### config.mk
export PLATFORM = sky130hd
export DESIGN_NAME = lmf_window
export DESIGN_NICKNAME = d
export VERILOG_FILES = /design/src/design/lmf_pkg.sv /design/src/design/lmf_window.sv
export SDC_FILE = /design/constraint.sdc
export NUM_CORES = 1
export LEC_CHECK = 0
export ABC_AREA = 1
export BUFFER_PORTS_ARGS = -buffer_cell sky130_fd_sc_hd__buf_4
export CAP_MARGIN = 20
export CORE_ASPECT_RATIO = 0.8
export CORE_MARGIN = 4
export CORE_UTILIZATION = 35
export DETAILED_ROUTE_END_ITERATION = 12
export PLACE_DENSITY_LB_ADDON = 0.25
export SYNTH_ARGS = -nofsm -noshare
export SYNTH_HDL_FRONTEND = slang
export SYNTH_SLANG_ARGS = --single-unit
### constraint.sdc
create_clock -name clk_i -period 3.5 [get_ports clk_i]
set_clock_uncertainty 0.1 [all_clocks]
set_input_delay 0.35 -clock clk_i [delete_from_list [all_inputs] [get_ports clk_i]]
set_output_delay 0.35 -clock clk_i [all_outputs]
set_load 0.01 [all_outputs]
### src/design/lmf_pkg.sv
`timescale 1ns / 1ps
`default_nettype none
// ----------------------------------------------------------------------------
// lmf_pkg
// Shared constants, register codes and stage types of the 3x3 local maximum
// filter.
// ----------------------------------------------------------------------------
package lmf_pkg;

  localparam int unsigned MaxWidth = 1024;
  localparam int unsigned PixelW   = 8;
  localparam int unsigned ColW     = $clog2(MaxWidth);
  localparam int unsigned WidthW   = 11;
  localparam int unsigned HeightW  = 16;
  localparam int unsigned CfgDataW = 16;
  localparam int unsigned CfgIdxW  = 1;

  localparam logic [WidthW-1:0]  WidthReset  = WidthW'(1024);
  localparam logic [HeightW-1:0] HeightReset = HeightW'(3);
  localparam logic [WidthW-1:0]  WidthMin    = WidthW'(3);
  localparam logic [WidthW-1:0]  WidthMax    = WidthW'(MaxWidth);
  localparam logic [HeightW-1:0] HeightMin   = HeightW'(3);
  localparam logic [ColW-1:0]    FirstCol    = ColW'(2);
  localparam logic [HeightW-1:0] FirstRow    = HeightW'(2);

  typedef enum logic [CfgIdxW-1:0] {
    CFG_WIDTH  = 1'b0,
    CFG_HEIGHT = 1'b1
  } cfg_reg_e;

  typedef struct packed {
    logic              valid;
    logic              emit;
    logic              row_last;
    logic              frame_last;
    logic [PixelW-1:0] pixel;
    logic [ColW-1:0]   col;
  } lmf_s1_t;

  function automatic logic [PixelW-1:0] max2(input logic [PixelW-1:0] a,
                                             input logic [PixelW-1:0] b);
    return (a > b) ? a : b;
  endfunction

endpackage
`default_nettype wire

### src/design/lmf_window.sv
`timescale 1ns / 1ps
`default_nettype none
// ----------------------------------------------------------------------------
// lmf_window
// Sliding 3x3 window kept as column maxima, line-store write-back and the
// output register.
// ----------------------------------------------------------------------------
module lmf_window (
  input  wire logic                       clk_i,
  input  wire logic                       rst_ni,
  input  wire lmf_pkg::lmf_s1_t           s1_i,
  input  wire logic [lmf_pkg::PixelW-1:0] up2_i,
  input  wire logic [lmf_pkg::PixelW-1:0] up1_i,
  input  wire logic                       res_ready_i,
  output logic                            s1_adv_o,
  output logic                            wr_en_o,
  output logic      [lmf_pkg::ColW-1:0]   wr_addr_o,
  output logic      [lmf_pkg::PixelW-1:0] older_wdata_o,
  output logic      [lmf_pkg::PixelW-1:0] newer_wdata_o,
  output logic                            res_valid_o,
  output logic      [lmf_pkg::PixelW-1:0] local_max_o,
  output logic                            row_last_o,
  output logic                            frame_last_o
);
  import lmf_pkg::*;

  logic [PixelW-1:0] cm1_q, cm2_q, colmax, best;
  logic              out_valid_q, out_valid_d;
  logic [PixelW-1:0] max_q;
  logic              rlast_q, flast_q;

  assign s1_adv_o      = s1_i.valid && (!s1_i.emit || !out_valid_q || res_ready_i);
  assign wr_en_o       = s1_adv_o;
  assign wr_addr_o     = s1_i.col;
  assign older_wdata_o = up1_i;
  assign newer_wdata_o = s1_i.pixel;

  assign colmax = max2(max2(up2_i, up1_i), s1_i.pixel);
  assign best   = max2(max2(cm2_q, cm1_q), colmax);

  always_comb begin
    out_valid_d = out_valid_q;
    if (s1_adv_o && s1_i.emit) begin
      out_valid_d = 1'b1;
    end else if (res_ready_i) begin
      out_valid_d = 1'b0;
    end
  end

  always_ff @(posedge clk_i or negedge rst_ni) begin
    if (!rst_ni) begin
      out_valid_q <= 1'b0;
      cm1_q       <= '0;
      cm2_q       <= '0;
    end else begin
      out_valid_q <= out_valid_d;
      if (s1_adv_o) begin
        cm2_q <= cm1_q;
        cm1_q <= colmax;
      end
    end
  end

  always_ff @(posedge clk_i) begin
    if (s1_adv_o && s1_i.emit) begin
      max_q   <= best;
      rlast_q <= s1_i.row_last;
      flast_q <= s1_i.frame_last;
    end
  end

  assign res_valid_o  = out_valid_q;
  assign local_max_o  = max_q;
  assign row_last_o   = rlast_q;
  assign frame_last_o = flast_q;

endmodule
`default_nettype wire

==> impl_metrics.csv <==
group,metric,value,unit
run_status,outcome,"complete, but fails checks",
run_status,violations,"negative setup slack",
synthesis,synth_top_area_share,16.9,%
synthesis,synth_edf_count,10,
synthesis,syn_area,2520,um2
cells_and_area,diodes,0,
cts,cts_buffer_depth,2,
power,cellLeakagePower,2.03,nW
synthesis,yosysWarnings,0,
cts,htreeDepth,1,
synthesis,syn_area_per_cell,7.44,um2
placement,io_buffers,59,
timing,fmax,0.268,GHz
worst_hold_path,whs_path_depth,1,
routing,postRouteWirelength,6.98,mm
setup_path,cp-end-kind,"flip-flop",
synthesis,yosysUniqueCellTypes,29,
synthesis,yosys-top-cells-count,"nand2_1 (89), nand3_1 (50), inv_1 (47)",
timing,tightest_slew,487,ps
power,max-vdd-ir-drop,285,uV
die,die_x,103,um
setup_path,required,3440,ps
cts,root_buffer,"clkbuf_8",
setup_path,worstSetupPathType,"in2reg",
power,p_per_area,524,nW/um2
synthesis,ys_seq_area_share,28.8,%
synthesis,synthArstFlopShare,63.0,%
timing,final_max_slew_viol_count,0,
synthesis,yosysMostFrequentCell,"nand2_1",
timing,finalHoldViolCount,0,
die,rows,27,
grt,grt_pass1_vias,2640,
die,die_y,83.9,um
routing,ant_nets,0,
grt,grt_pass1_wl,12.0,mm
grt,antenna_found_initial,0,
routing,first_pass_iters,4,
cells_and_area,multi_input_area,1780,um2
cts,cts_tree,"done",
synthesis,syn-num-nets,412,
power,finalPower,2.05,mW
synthesis,synthCells,339,
worst_hold_path,hold_path_class,"in2reg",
synthesis,yosys.area.top_type,"dfrtp_1",
routing,vias,2530,
routing,via_per_inst,4.76,
setup_path,path_max_fanout,8,
cells_and_area,fin_nets,519,
cts,clock_sinks,27,
cts,cts_buffers,3,
timing,worst_slack,-231,ps
synthesis,synth.area.top_cells,"dfrtp_1 (17%), ha_1 (16%), nand2_1 (13%), edfxtp_1 (12%), nand3_1 (9.9%)",
grt,grt_start_max_net_pins,26,
die,start_util,36.2,%
timing,relSlewSlack,67.5,%
routing,first_iter_violations,103,
routing,wire_per_inst,13.1,um
cells_and_area,area_growth,55.1,%
placement,place_hpwl,5.28,mm
timing,setup_viol,8,
die,io-pin-count,80,
cells_and_area,drive_gt1_share,47.2,%
die,core_area,6960,um2
cts,cts.clk_slew.worst_paths,90,ps
routing,drc,0,
timing,timing.final.crit_period,3730,ps
timing,rsz0062_at_grt,"true",
setup_path,reg2regPathDepth,20,
setup_path,start_kind,"input pin",
setup_path,cp.arrival,3670,ps
placement,finalWeightedCongestion,0.822,
synthesis,synth_flop_cell,"dfrtp_1",
die,dieArea,8640,um2
cts,insertion_delay,270,ps
run,maxCapViolations,0,
cells_and_area,layout.cells.non_filler,532,
cells_and_area,final-seq-area,726,um2
grt,grt_overflow_total,0,
placement,placed_cells,507,
timing,finalCritPeriodShare,107,%
grt,track_usage,16.9,%
cells_and_area,n_fill_cell,634,
synthesis,ys_ff_latch,27,
==> cell usage in the layout (no fill, tap or decap), types with 2 or more instances in the layout <==
cell type / instances
buf_8: 2
dfrtp_1: 17
buf_6: 8
clkbuf_8: 3
nor2_1: 4
nand3_1: 40
and2_1: 8
a21oi_1: 9
inv_4: 5
a21oi_2: 2
nand3_2: 10
o21ai_0: 10
nand2_4: 10
nand4_2: 2
nor2_4: 2
o21ai_4: 2
inv_2: 4
a21o_1: 2
nand2_1: 72
edfxtp_1: 10
inv_1: 37
nand4_1: 2
ha_4: 13
buf_4: 116
nand2_2: 18
ha_1: 18
==> cells by family (layout without fill, tap and decap cells) <==
| group | after synthesis | after routing | share of synthesized area (%) |
|---|---|---|---|
| simple gates | 172 | 174 | 32.2 |
| flops | 27 | 27 | 28.8 |
| fa+ha+maj | 32 | 32 | 15.9 |
| compound gates | 28 | 29 | 7.09 |
| buf+inv | 80 | 183 | 16.1 |
==> worst paths after layout <==
| path | startpoint | end | slack (ps) |
|---|---|---|---|
| min in group asynchronous | rst_ni | cm2_q[5] | 370 |
| max in group asynchronous | rst_ni | cm2_q[0] | 2730 |
| setup reg to reg | cm1_q[3] | local_max_o[7] | 280 |
| hold reg to reg | cm1_q[3] | cm1_q[3] | 390 |
| hold / removal | s1_i[18] | frame_last_o | 140 |
| setup / recovery | up2_i[5] | local_max_o[7] | -230 |
==> state kept, by name, summed over array words and instances (netlist names) <==
name and cells:
cm2_q 8, cm1_q 8, local_max_o 8, res_valid_o 1, frame_last_o 1, row_last_o 1
==> layer usage <==
| layer | track usage (%) | wire length (um) |
|---|---|---|
| met1 | 23.9 | 3350 |
| met2 | 27.3 | 3230 |
| met3 | 3.09 | 352 |
| met4 | 2.12 | 52 |
| met5 | 0 | 0 |
==> what timing repair did <==
item,in CTS,in global routing
pin swaps,35,0
hold buffers,1,0
hold endpoints to repair,17,0
setup buffers,15,2
gates resized for setup,38,4
cloned,3,0
setup endpoints to repair,8,8
==> power breakdown <==
group	switching, mW	internal (mW)	leakage [nW]
clock	0.0997	0.0817	0.0228
sequential	0.0413	0.433	0.303
combinational	0.780	0.613	1.70
==> metrics by stage <==
step | utilization (%) | setup WS, ps | setup TNS [ps] | hold WS, ps | area, um2
3_5_place_dp | 50.3 | -641 | -5020 | 136 | 3500
4_1_cts | 55.7 | -163 | -1150 | 142 | 3870
6_report | 56.2 | -231 | -1710 | 144 | 3910
2_1_floorplan | - | -19.1 | -150 | -45.6 | 2780
5_1_grt | 56.2 | -446 | -3410 | 135 | 3910
3_3_place_gp | 50.3 | -546 | -4270 | 134 | 3500
==> worst max-delay path, stage by stage <==
cell      delay (ps)
buf_4            120
ha_4             280
nand2_4           50
nor2_4           150
nand2_2          100
nand2_4          120
nand2_8          110
nand2_4          100
nand2_4           60
ha_4             270
nand4_1          150
clkinv_1          90
nand2_2           70
a21oi_4          210
clkinv_4         160
buf_4            160
nand2_2           60
and2_1           130
ha_1             150
nor2_1            50
o21ai_1          110
nand2_1           70
nand2_1           70
nand2_2           70
o21ai_4          110
inv_4            120
nand3_2          100
nand2_1           60
==> area by class of cell <==
class | instances | area share [%]
Multi-Input combinational cell | 235 | 45.4
Timing Repair Buffer | 128 | 26.1
Sequential cell | 27 | 18.5
Inverter | 51 | 5.98
Tap cell | 87 | 2.78
Clock buffer | 4 | 1.15
(Power assumes the default switching activity.)
