==> config.mk <==
export PLATFORM = sky130hd
export DESIGN_NAME = lmf_ctrl
export DESIGN_NICKNAME = d
export VERILOG_FILES = /design/src/design/lmf_pkg.sv /design/src/design/lmf_ctrl.sv
export SDC_FILE = /design/constraint.sdc
export NUM_CORES = 1
export LEC_CHECK = 0
export BUFFER_PORTS_ARGS = -buffer_cell sky130_fd_sc_hd__buf_2
export CORE_MARGIN = 5
export CORE_UTILIZATION = 55
export DETAILED_ROUTE_END_ITERATION = 8
export GPL_TIMING_DRIVEN = 0
export PLACE_DENSITY_LB_ADDON = 0.25
export SYNTH_ARGS = -nofsm -noshare
export SYNTH_HDL_FRONTEND = slang
export SYNTH_SLANG_ARGS = --single-unit
==> constraint.sdc <==
create_clock -name clk_i -period 4.9 [get_ports clk_i]
set_input_delay 0.245 -clock clk_i [delete_from_list [all_inputs] [get_ports clk_i]]
set_output_delay 0.245 -clock clk_i [all_outputs]
set_load 0.01 [all_outputs]
==> src/design/lmf_pkg.sv <==
`timescale 1ns / 1ps
`default_nettype none
// ----------------------------------------------------------------------------
// lmf_pkg
// Shared constants, register codes and stage types of the 3x3 local maximum
// filter.
// ----------------------------------------------------------------------------
package lmf_pkg;

  localparam int unsigned MaxWidth = 1024;
  localparam int unsigned PixelW   = 8;
  localparam int unsigned ColW     = $clog2(MaxWidth);
  localparam int unsigned WidthW   = 11;
  localparam int unsigned HeightW  = 16;
  localparam int unsigned CfgDataW = 16;
  localparam int unsigned CfgIdxW  = 1;

  localparam logic [WidthW-1:0]  WidthReset  = WidthW'(1024);
  localparam logic [HeightW-1:0] HeightReset = HeightW'(3);
  localparam logic [WidthW-1:0]  WidthMin    = WidthW'(3);
  localparam logic [WidthW-1:0]  WidthMax    = WidthW'(MaxWidth);
  localparam logic [HeightW-1:0] HeightMin   = HeightW'(3);
  localparam logic [ColW-1:0]    FirstCol    = ColW'(2);
  localparam logic [HeightW-1:0] FirstRow    = HeightW'(2);

  typedef enum logic [CfgIdxW-1:0] {
    CFG_WIDTH  = 1'b0,
    CFG_HEIGHT = 1'b1
  } cfg_reg_e;

  typedef struct packed {
    logic              valid;
    logic              emit;
    logic              row_last;
    logic              frame_last;
    logic [PixelW-1:0] pixel;
    logic [ColW-1:0]   col;
  } lmf_s1_t;

  function automatic logic [PixelW-1:0] max2(input logic [PixelW-1:0] a,
                                             input logic [PixelW-1:0] b);
    return (a > b) ? a : b;
  endfunction

endpackage
`default_nettype wire

==> src/design/lmf_ctrl.sv <==
`timescale 1ns / 1ps
`default_nettype none
// ----------------------------------------------------------------------------
// lmf_ctrl
// Configuration registers, raster position counters and the stage register
// that pairs each pixel with its line-store read.
// ----------------------------------------------------------------------------
module lmf_ctrl (
  input  wire logic                          clk_i,
  input  wire logic                          rst_ni,
  input  wire logic                          cfg_valid_i,
  input  wire logic [lmf_pkg::CfgIdxW-1:0]   cfg_index_i,
  input  wire logic [lmf_pkg::CfgDataW-1:0]  cfg_data_i,
  input  wire logic                          pix_valid_i,
  input  wire logic [lmf_pkg::PixelW-1:0]    pix_i,
  output logic                               pix_ready_o,
  input  wire logic                          s1_adv_i,
  output logic                               rd_en_o,
  output logic      [lmf_pkg::ColW-1:0]      rd_addr_o,
  output lmf_pkg::lmf_s1_t                   s1_o
);
  import lmf_pkg::*;

  logic [WidthW-1:0]  width_q, width_d;
  logic [HeightW-1:0] height_q, height_d;
  logic [ColW-1:0]    col_q, col_d;
  logic [HeightW-1:0] row_q, row_d;
  lmf_s1_t            s1_q, s1_d;
  logic [WidthW-1:0]  eff_w, wm1;
  logic [HeightW-1:0] eff_h, hm1;
  logic               accept, rlast, flast;

  assign pix_ready_o = !s1_q.valid || s1_adv_i;
  assign accept      = pix_valid_i && pix_ready_o;
  assign rd_en_o     = accept;
  assign rd_addr_o   = col_q;
  assign s1_o        = s1_q;

  always_comb begin
    priority if (width_q < WidthMin) begin
      eff_w = WidthMin;
    end else if (width_q > WidthMax) begin
      eff_w = WidthMax;
    end else begin
      eff_w = width_q;
    end
    eff_h = (height_q < HeightMin) ? HeightMin : height_q;
    wm1   = eff_w - WidthW'(1);
    hm1   = eff_h - HeightW'(1);
    rlast = {{(WidthW-ColW){1'b0}}, col_q} >= wm1;
    flast = rlast && (row_q >= hm1);
  end

  always_comb begin
    width_d  = width_q;
    height_d = height_q;
    if (cfg_valid_i) begin
      unique case (cfg_reg_e'(cfg_index_i))
        CFG_WIDTH:  width_d  = cfg_data_i[WidthW-1:0];
        CFG_HEIGHT: height_d = cfg_data_i[HeightW-1:0];
      endcase
    end
  end

  always_comb begin
    col_d = col_q;
    row_d = row_q;
    s1_d  = s1_q;
    if (accept) begin
      if (rlast) begin
        col_d = '0;
        row_d = flast ? '0 : row_q + HeightW'(1);
      end else begin
        col_d = col_q + ColW'(1);
      end
      s1_d.valid      = 1'b1;
      s1_d.emit       = (col_q >= FirstCol) && (row_q >= FirstRow);
      s1_d.row_last   = rlast;
      s1_d.frame_last = flast;
      s1_d.pixel      = pix_i;
      s1_d.col        = col_q;
    end else if (s1_adv_i) begin
      s1_d.valid = 1'b0;
    end
  end

  always_ff @(posedge clk_i or negedge rst_ni) begin
    if (!rst_ni) begin
      width_q  <= WidthReset;
      height_q <= HeightReset;
      col_q    <= '0;
      row_q    <= '0;
      s1_q     <= '0;
    end else begin
      width_q  <= width_d;
      height_q <= height_d;
      col_q    <= col_d;
      row_q    <= row_d;
      s1_q     <= s1_d;
    end
  end

endmodule
`default_nettype wire

==> reports/qor_table.md <==
| Item | Reported |
|:---|:---|
| Length of the first detailed-routing pass in iterations | 4 |
| Compound-Gate Fraction of Synth Area | 14.1% |
| Count of input and output buffers | 63 |
| Switching power of the nets | 649 uW |
| Sequential element share of the synthesized area | 43.8% |
| Number of max-cap violations | 0 |
| Ys Warns | 0 |
| R2R depth | 17 |
| Ratio of total power to cell area | 385 mW/mm2 |
| Worst slack after detailed placement | -0.198 ns |
| Synthesized netlist net count | 508 |
| Fraction of the mapped netlist area in adder cells | 9.32% |
| Footprint of the multi-input gates | 0.00238 mm2 |
| Total via count in the routed design | 3592 |
| Cell with the largest stage delay on the worst path | or4_4 |
| Number of global-route vias before repair | 3596 |
| Internal power component | 1300 uW |
| Flip-flop and latch count after synthesis | 75 |
| Wire length of the first global-routing pass | 17.4 mm |
| Distinct cells, synth | 43 |
| H-tree lvl count | 3 |
| Dominant cell type by area after synthesis | dfrtp_1 |
| Top Ports | 64 |
| Share of post-route cells with drive strength above 1 | 22.8% |
| Worst-case vdd ir drop | 0.000276 V |
| Cell area reported after detailed placement | 0.00477 mm2 |
| Buffers inserted during post-CTS setup optimization | 0 |
| Fill count | 645 |
| Max-slew violation count | 0 |
| Final critical-path setup slack | 0.293 ns |
| Required time of the critical path | 5.19 ns |
| Post-detailed-route DRC marker count | 0 |
| Peak fanout along the critical path | 10 |
| Clock insertion delay at the later pin of the skew report | 0.35 ns |
| Largest net degree at the start of global routing | 57 |
| Fraction of registers with async set or reset after synthesis | 100% |
| Worst setup SP type | flop |
| Hold Crit Class | in -> reg |
| Final setup violation count | 0 |
| Number of synthesized flops with an enable pin | 0 |
| Area overhead of the layout relative to synthesis | 17.6% |
| N_diodes | 0 |
| Leakage dissipation | 0.00233 uW |
| Post-route ant nets | 0 |
| Die Footprint | 0.00968 mm2 |
| Cell chosen for the clock root | clkbuf_8 |
| Total Nets Final | 584 |
| Site row count | 32 |
| Total Power Consumption | 1940 uW |
| Top cells by area in the synthesized netlist | dfrtp_1 (42%), ha_1 (9.3%), nand2_1 (7.1%) |
| Wire length per cell | 16.0 um |
| Result of the run | finished clean |
| Syn avg cell area | 9.64 um2 |
| Core area | 0.00769 mm2 |
| Clock network fraction of total power | 29.6% |
| Most frequent cells in the layout | nand2_1 (81), dfrtp_1 (72), buf_2 (62), nor2_1 (32), ha_1 (32) |
| Setup skew after layout | 0.00819 ns |
| Number of vias per cell after detailed routing | 5.72 |
| Max Root-Sink Buffers | 2 |
| Worst R2R Setup Slack | 0.29 ns |
| Mapped Area | 0.00430 mm2 |
| Sink of the worst hold path | s1_o[14] |
| CTS clock-pin slew for the worst setup and hold paths | 0.08 ns |
| Effective utilization at floorplan | 55.9% |
| Worst reg2reg startpoint | height_q[4] |
| Floorplan die width | 98.4 um |
| Hold Crit Start | pix_i[4] |
| Multiplexer fraction of the synthesized cell area | 6.81% |
| Sequential cell fraction of total power | 43.5% |
| Final weighted congestion of routability-driven global placement | 0.900 |
| Total grt overflow | 0 |
| Final period demand of the worst path | 4.61 ns |
| Reg area | 0.00188 mm2 |
| Fin Hold WS | 0.0754 ns |
| Crit. End Element | flop |
| Global-route total usage across every layer | 21.9% |
| Dominant combinational cell family by area after synthesis | simple AND/OR/NAND/NOR gates |
| Remaining max-slew budget at the tightest pin | 49.2% |
| Synth Area in XOR/XNOR | 4.28% |
| Most common library cell in the layout ignoring fill and taps | nand2_1 |
| Cells along the critical path | or4_4, or4_4, or3_4, nor4_4, nor2_1, ha_1, nand2b_2, nor2_1, xnor2_1, ha_1, a2111oi_0, o21ai_0, a221o_1, a21o_1, clkbuf_2, o21ai_0, a22o_1 |
| Reg-to-reg endpoint | row_q[5] |
| Post-synthesis instance total | 446 |
| Final wirelength | 10.0 mm |
| Delay of the slowest cell on the worst path | 0.56 ns |
| Count of endpoints failing hold in the final timing report | 0 |
| Achievable Freq | 217 MHz |
| Clock sink count | 75 |
| CTS tree | built |
| Transition time at the pin with the least slew margin | 0.752 ns |
| Design Area, Final | 0.00506 mm2 |
| Die Ht | 98.4 um |
| Worst setup path class | reg -> reg |
| Iter 0 DRT Violations | 238 |
| Number of antenna violations at the first check in global routing | 0 |
| Area fraction in and, or, nand and nor cells after synthesis | 20.1% |
| TritonCTS buffer count | 9 |
| Top flip-flop cell by instance count after synthesis | dfrtp_1 |
| Fraction of the cycle the final worst path needs | 94.0% |
| Hold Crit Depth | 3 |
| Combinational power share | 26.9% |
| Share of Yosys cell area claimed by the top area cell type | 41.9% |
| Arr. time, crit path | 4.90 ns |
| Half-perimeter wire length of the detailed placement result | 7.50 mm |
| Switch share | 33.4% |
## metal layers
| layer | share of wire [%] | track usage (%) | wire, um |
|---|---|---|---|
| met3 | 5.6 | 5.43 | 565 |
| met1 | 43 | 28.8 | 4360 |
| met2 | 50 | 36.0 | 4990 |
| met4 | 1.3 | 6.20 | 133 |
| met5 | 0 | 0 | 0 |
## how the worst max path moves through the flow
| stage | from | end | slack, ns | depth (start not counted) |
|---|---|---|---|---|
| after global routing | height_q[4] | row_q[10] | -0.02 | 17 |
| final | height_q[4] | row_q[5] | 0.29 | 17 |
| after detailed placement | height_q[4] | row_q[13] | -0.20 | 17 |
| after floorplan | height_q[4] | row_q[9] | 0.50 | 17 |
| after global placement | height_q[4] | row_q[15] | -0.15 | 17 |
| after CTS | height_q[4] | row_q[13] | 0.04 | 17 |
## timing repair
action	CTS	global route
hold buffers	1	0
endpoints found under the hold margin	17	0
resized for setup	3	11
endpoints found under the setup margin	14	17
## cells in the mapped netlist (2+ instances only)
library cell and instances:
inv_1 8, xnor2_1 18, nor2b_1 5, xor2_1 3, nand2_1 81, a2111oi_0 2, nand3_1 11, or3_1 3
a21oi_1 17, or4_1 3, o211ai_1 2, dfstp_2 3, nor4_1 11, and3_1 3, clkbuf_1 11, or4_4 2
ha_1 32, dfrtp_1 72, mux2_2 26, o21a_1 2, o2bb2ai_1 3, o31ai_1 3, a2bb2oi_1 2, a22o_1 7
nand2b_1 9, a41o_1 2, nand4_1 7, o41ai_1 2, a21o_1 9, o22ai_1 2, nor2_1 33, a221o_1 4
nor3_1 13, a211o_1 2, o21ai_0 25
## cells by family (layout without fill, tap and decap cells)
logic type	count (synthesis)	in the layout
and+or+nand+nor	185	185
AOI/OAI and AO/OA	88	88
DFF	75	75
adders and majority gates	32	32
muxes	26	26
xor gates and xnor gates	21	21
buffers and inverters	19	99
## worst max-delay path, delay by kind of cell, from the launching register on
family	cells	cell delay [ns]
AO/OA/AOI/OAI	6	1.39
XOR/XNOR	1	0.14
adder cells (fa/ha/maj)	2	0.43
buffers and inverters	1	0.20
flip-flops	1	0.44
AND/OR/NAND/NOR	7	1.97
## sequential cells by signal, indices dropped and copies added (netlist names)
signal,cells
s1_o,22
height_q,16
width_q,11
rd_addr_o,10
row_q,16
## cell type report
class	count	area share, %
clock buffer	9	2.45
sequential	75	37.2
buffer	11	0.916
timing repair buffer	65	7.03
clock inverter	6	2.28
multi-input combinational	352	47.0
tap	102	2.52
inverter	8	0.594
## power by group through the flow
| stage | logic, uW | clock network, uW | registers (uW) |
|---|---|---|---|
| after global routing | 595 | 609 | 865 |
| final | 523 | 576 | 846 |
| after detailed placement | 520 | 0 | 856 |
| after CTS | 526 | 578 | 844 |
| after floorplan | 327 | 0 | 846 |
| after global placement | 491 | 0 | 850 |
## through the flow
stage | TNS, ns | util, % | cells
2_1_floorplan | 0 | - | 446
3_3_place_gp | -1.36 | 61.7 | 611
3_5_place_dp | -1.94 | 62.1 | 612
4_1_cts | 0 | 65.4 | 628
5_1_grt | -0.0389 | 65.8 | 628
6_report | 0 | 65.8 | 628
Power figures use the tool's default switching activity.
